--- config.mk ---
export PLATFORM = sky130hd
export DESIGN_NAME = psd_square
export DESIGN_NICKNAME = d
export VERILOG_FILES = /design/src/rtl/psd_pkg.sv /design/src/rtl/psd_square.sv
export SDC_FILE = /design/constraint.sdc
export NUM_CORES = 2
export LEC_CHECK = 0
export ABC_AREA = 1
export ABC_CLOCK_PERIOD_IN_PS = 16000
export BUFFER_PORTS_ARGS = -buffer_cell sky130_fd_sc_hd__buf_2
export CAP_MARGIN = 20
export CELL_PAD_IN_SITES_DETAIL_PLACEMENT = 1
export CELL_PAD_IN_SITES_GLOBAL_PLACEMENT = 2
export CORE_ASPECT_RATIO = 0.5
export CORE_UTILIZATION = 42
export DETAILED_ROUTE_END_ITERATION = 8
export PLACE_DENSITY = 0.85
export SYNTH_ARGS = -nofsm -noshare
export SYNTH_HDL_FRONTEND = slang
export SYNTH_SLANG_ARGS = --single-unit
--- constraint.sdc ---
create_clock -name clk -period 16 [get_ports clk]
set_input_delay 3.2 -clock clk [delete_from_list [all_inputs] [get_ports clk]]
set_output_delay 3.2 -clock clk [all_outputs]
set_load 0.05 [all_outputs]
--- src/rtl/psd_pkg.sv ---
// Widths, types and helpers for the point to segment distance pipeline.
package psd_pkg;

    localparam int COORD_BITS   = 16;
    localparam int DIFF_BITS    = COORD_BITS + 1;
    localparam int PROD_BITS    = 2 * DIFF_BITS;
    localparam int SUM_BITS     = PROD_BITS + 2;
    localparam int MAG_BITS     = 2 * COORD_BITS + 2;
    localparam int HALF_BITS    = MAG_BITS / 2;
    localparam int DIST_BITS    = 36;
    localparam int WIDE_BITS    = (MAG_BITS > DIST_BITS) ? MAG_BITS : DIST_BITS;
    localparam int FRONT_STAGES = 4;

    typedef logic signed [COORD_BITS-1:0] coord_t;
    typedef logic signed [DIFF_BITS-1:0]  diff_t;
    typedef logic signed [PROD_BITS-1:0]  prod_t;
    typedef logic signed [SUM_BITS-1:0]   sum_t;
    typedef logic [MAG_BITS-1:0]          mag_t;
    typedef logic [DIST_BITS-1:0]         dist_t;

    typedef enum logic [1:0] {
        REGION_START    = 2'd0,
        REGION_END      = 2'd1,
        REGION_INTERIOR = 2'd2
    } region_t;

    typedef struct packed {
        coord_t x;
        coord_t y;
        coord_t z;
    } point_t;

    // Front end result: projection terms and the candidate distance.
    typedef struct packed {
        mag_t    e;
        mag_t    f;
        mag_t    base;
        region_t region;
    } sel_t;

    // Divider request: e*e over f.
    typedef struct packed {
        logic [2*MAG_BITS-1:0] num;
        mag_t                  f;
        mag_t                  base;
        region_t               region;
    } quot_req_t;

    typedef struct packed {
        mag_t    quot;
        mag_t    base;
        region_t region;
    } quot_t;

    function automatic dist_t sat_dist(input mag_t v);
        logic [WIDE_BITS-1:0] w;
        logic [WIDE_BITS-1:0] lim;
        w   = WIDE_BITS'(v);
        lim = WIDE_BITS'({DIST_BITS{1'b1}});
        return (w > lim) ? {DIST_BITS{1'b1}} : w[DIST_BITS-1:0];
    endfunction

endpackage

--- src/rtl/psd_square.sv ---
// Squares e from half-width partial products over two stages.
module psd_square (
    input  logic               clk,
    input  logic               rst_n,
    input  logic               in_valid,
    output logic               in_ready,
    input  psd_pkg::sel_t      in_data,
    output logic               out_valid,
    input  logic               out_ready,
    output psd_pkg::quot_req_t out_data
);

    localparam int NUM_BITS = 2 * psd_pkg::MAG_BITS;

    logic                        valid0_reg;
    logic                        valid1_reg;
    logic                        ready0;
    logic                        ready1;
    logic [psd_pkg::HALF_BITS-1:0] e_hi;
    logic [psd_pkg::HALF_BITS-1:0] e_lo;

    psd_pkg::mag_t     p_hh_reg;
    psd_pkg::mag_t     p_hl_reg;
    psd_pkg::mag_t     p_ll_reg;
    psd_pkg::mag_t     f_reg;
    psd_pkg::mag_t     base_reg;
    psd_pkg::region_t  region_reg;
    psd_pkg::quot_req_t req_reg;
    psd_pkg::quot_req_t req_next;

    assign e_hi = in_data.e[psd_pkg::MAG_BITS-1:psd_pkg::HALF_BITS];
    assign e_lo = in_data.e[psd_pkg::HALF_BITS-1:0];

    assign ready1    = !valid1_reg || out_ready;
    assign ready0    = !valid0_reg || ready1;
    assign in_ready  = ready0;
    assign out_valid = valid1_reg;
    assign out_data  = req_reg;

    always_ff @(posedge clk or negedge rst_n)
    begin
        if (!rst_n)
        begin
            valid0_reg <= 1'b0;
            valid1_reg <= 1'b0;
        end
        else
        begin
            if (ready0)
            begin
                valid0_reg <= in_valid;
            end
            if (ready1)
            begin
                valid1_reg <= valid0_reg;
            end
        end
    end

    // e*e = hh << MAG + 2*hl << HALF + ll
    always_comb
    begin
        req_next.num    = (NUM_BITS'(p_hh_reg) << psd_pkg::MAG_BITS)
                        + (NUM_BITS'(p_hl_reg) << (psd_pkg::HALF_BITS + 1))
                        + NUM_BITS'(p_ll_reg);
        req_next.f      = f_reg;
        req_next.base   = base_reg;
        req_next.region = region_reg;
    end

    always_ff @(posedge clk)
    begin
        if (ready0)
        begin
            p_hh_reg   <= psd_pkg::MAG_BITS'(e_hi) * psd_pkg::MAG_BITS'(e_hi);
            p_hl_reg   <= psd_pkg::MAG_BITS'(e_hi) * psd_pkg::MAG_BITS'(e_lo);
            p_ll_reg   <= psd_pkg::MAG_BITS'(e_lo) * psd_pkg::MAG_BITS'(e_lo);
            f_reg      <= in_data.f;
            base_reg   <= in_data.base;
            region_reg <= in_data.region;
        end
        if (ready1)
        begin
            req_reg <= req_next;
        end
    end

endmodule

==> metrics.csv <==
stage,metric,value,unit
drt,drt_iter0_markers,1702,
sta,worstMarginPinSlew,1.09,ns
cts,cts_root_buffer,clkbuf_16,
grt,antenna_found_initial,8,
critical_path,startpoint_type,input port,
logic_synthesis,synth_edf_count,307,
final_layout,n_fill_cell,11425,
place,place_ws,6.48,ns
cts,cts_setup_buffers,0,
critical_path,arrival,9.40,ns
critical_path,crit_fanout,34,
sta,post-route-period-util,56.9,%
job,max-cap-violations,0,
final_layout,largest_reg_flops,137,
logic_synthesis,netlist_area,40500,sq um
place,portBuffers,246,
sta,finalHoldViolCount,0,
final_layout,final_nets,6037,
final_layout,drive_above_1_share,8.05,%
floorplan,start_util,42.5,%
logic_synthesis,yosys_warnings,0,
grt,grt_pass1_vias,34408,
logic_synthesis,syn-num-nets,5873,
logic_synthesis,synth_common_cells,"inv_1, nand2_1, fa_1",
sta,setup_tns,0,ns
logic_synthesis,ys_seq_elements,309,
cts,clock-sinks,309,
critical_path,path_class,in -> reg,
logic_synthesis,yosys-top-cells-area,"fa_1, edfxtp_1, inv_1, nand2_1, ha_1",
grt,grt_pass1_wl,195000,um
sta,slew_headroom,27.3,%
cts,htree_levels,2,
critical_path,cp_data_required_time,16.30,ns
critical_path,crit_path_end_kind,flip-flop,
drt,routed_wirelength,125000,um
logic_synthesis,synth_top_area_cell,fa_1,
cts,cts-resized-gates,0,
drt,wl_per_cell,19.9,um
drt,ant_nets,0,
grt,grt_start_max_net_pins,85,
floorplan,io_pins,248,
drt,drc,0,
final_layout,final_cells,6263,
grt,grt_overflow,0,
floorplan,die-area,97900,sq um
drt,post_drt_via_cell_ratio,4.94,
logic_synthesis,synth_ff_type,edfxtp_1,
drt,first_pass_iters,5,
sta,period_needed,9.10,ns
final_layout,final-seq-area,9270,sq um
sta,skew,0.0159,ns
sta,drv_slew,0,
final_layout,area_delta_synth_final,9.14,%
logic_synthesis,synth_most_common_cell,inv_1,
logic_synthesis,postSynth.asyncResetShare,0.647,%
sta,setup_violations,0,
floorplan,die-width,441,um
floorplan,dieHeight,222,um
grt,track_usage,26.0,%
floorplan,design.core.area,95500,sq um
cts,cts_tree,done,
logic_synthesis,synth.distinct_cells,36,
final_layout,final_util,46.3,%
cts,cts_buffer_depth,3,
sta,rsz0062_at_grt,no,
logic_synthesis,yosysSeqAreaShare,22.9,%
floorplan,rows,80,
cts,clkLatencyLatePin,0.56,ns
sta,fmaxAchievable,110,MHz
run_status,status,finished clean,
cts,cts_buffers,36,
logic_synthesis,synth_cells,4800,
min_path,hp-class,reg -> reg,
final_layout,multiInputGateArea,25600,sq um
cts,ctsHoldBuffers,0,
place,dpl.hpwl,100000,um
place,dp.cells,6196,
sta,finalWorstSetupSlack,6.90,ns
cts,clk_pin_slew,0.06,ns
logic_synthesis,synth_area_per_cell,8.45,sq um
place,gp_congestion,0.890,
logic_synthesis,synth_top_area_share,29.9,%
drt,num_vias,30916,
==> placed cells by master (no fill, tap or decap), drive strengths merged, types with 25 or more instances in the layout <==
cell type and n:
nand3 123, nor3 25, inv 1374, buf 265
edfxtp 307, ha 360, o21ai 51, a21oi 108
xor2 85, nor2 215, nand2 1284, clkbuf 40
nand4 38, fa 605
==> cell families (layout without fill, tap and decap cells) <==
logic type / after synthesis / after routing / synth area share (%)
AND/OR/NAND/NOR: 1709 / 1709 / 17.1
buffers and inverters: 1509 / 1700 / 14.0
adder cells (fa/ha/maj): 965 / 965 / 41.0
flip-flops: 309 / 309 / 22.9
AO/OA/AOI/OAI: 202 / 202 / 2.78
XOR/XNOR: 105 / 105 / 2.27
other: 1 / 2 / 0.00925
==> critical path, stage by stage <==
cell and delay [ns]:
buf_2 0.81, nand2_1 0.27, fa_1 0.60, inv_1 0.05, fa_1 0.40, fa_1 0.49, fa_1 0.51, fa_1 0.49
inv_1 0.05, fa_1 0.48, inv_1 0.04, ha_1 0.34, a21oi_1 0.22, a21boi_0 0.49, nand3_1 0.34, nand2_1 0.14
nand2_1 0.07, xor2_1 0.40
==> routing by layer <==
layer  routed length, um  share of wire (%)  GRT usage (%)
met1               59200                 47           37.4
met3                8530                6.8           5.22
met4                2190                1.8           5.18
met5                  27              0.022              0
met2               54800                 44           40.6
==> per-stage QoR <==
step	cell area, sq um	hold WS, ns
after CTS	44200	0.410
final	44200	0.409
after global routing	44200	0.419
after floorplan	40500	0.400
after global placement	43000	0.401
after detailed placement	43000	0.406
==> worst paths after layout <==
path                         startpoint       endpoint  slack [ns]  cells past startpoint
hold reg to reg             p_ll_reg[8]   out_data[78]        0.41                      0
setup / recovery            in_data[78]   p_ll_reg[23]        6.90                     18
setup reg to reg           p_ll_reg[19]  out_data[134]       13.45                     12
max in group asynchronous         rst_n      out_valid       13.49                      1
min in group asynchronous         rst_n     valid0_reg        2.42                      1
hold / removal              p_ll_reg[8]   out_data[78]        0.41                      0
==> cell type report <==
class | instances | share of cell area [%]
clock inverter | 25 | 0.713
clock buffer | 40 | 2.07
multi-input combinational | 2982 | 57.9
inverter | 1370 | 11.6
antenna | 1 | 0.00566
tap | 1271 | 3.59
timing repair buffer | 265 | 3.13
sequential | 309 | 20.9
Power is not shown: default switching activity piles up to over one toggle a cycle in this logic, so the estimate is an artifact.
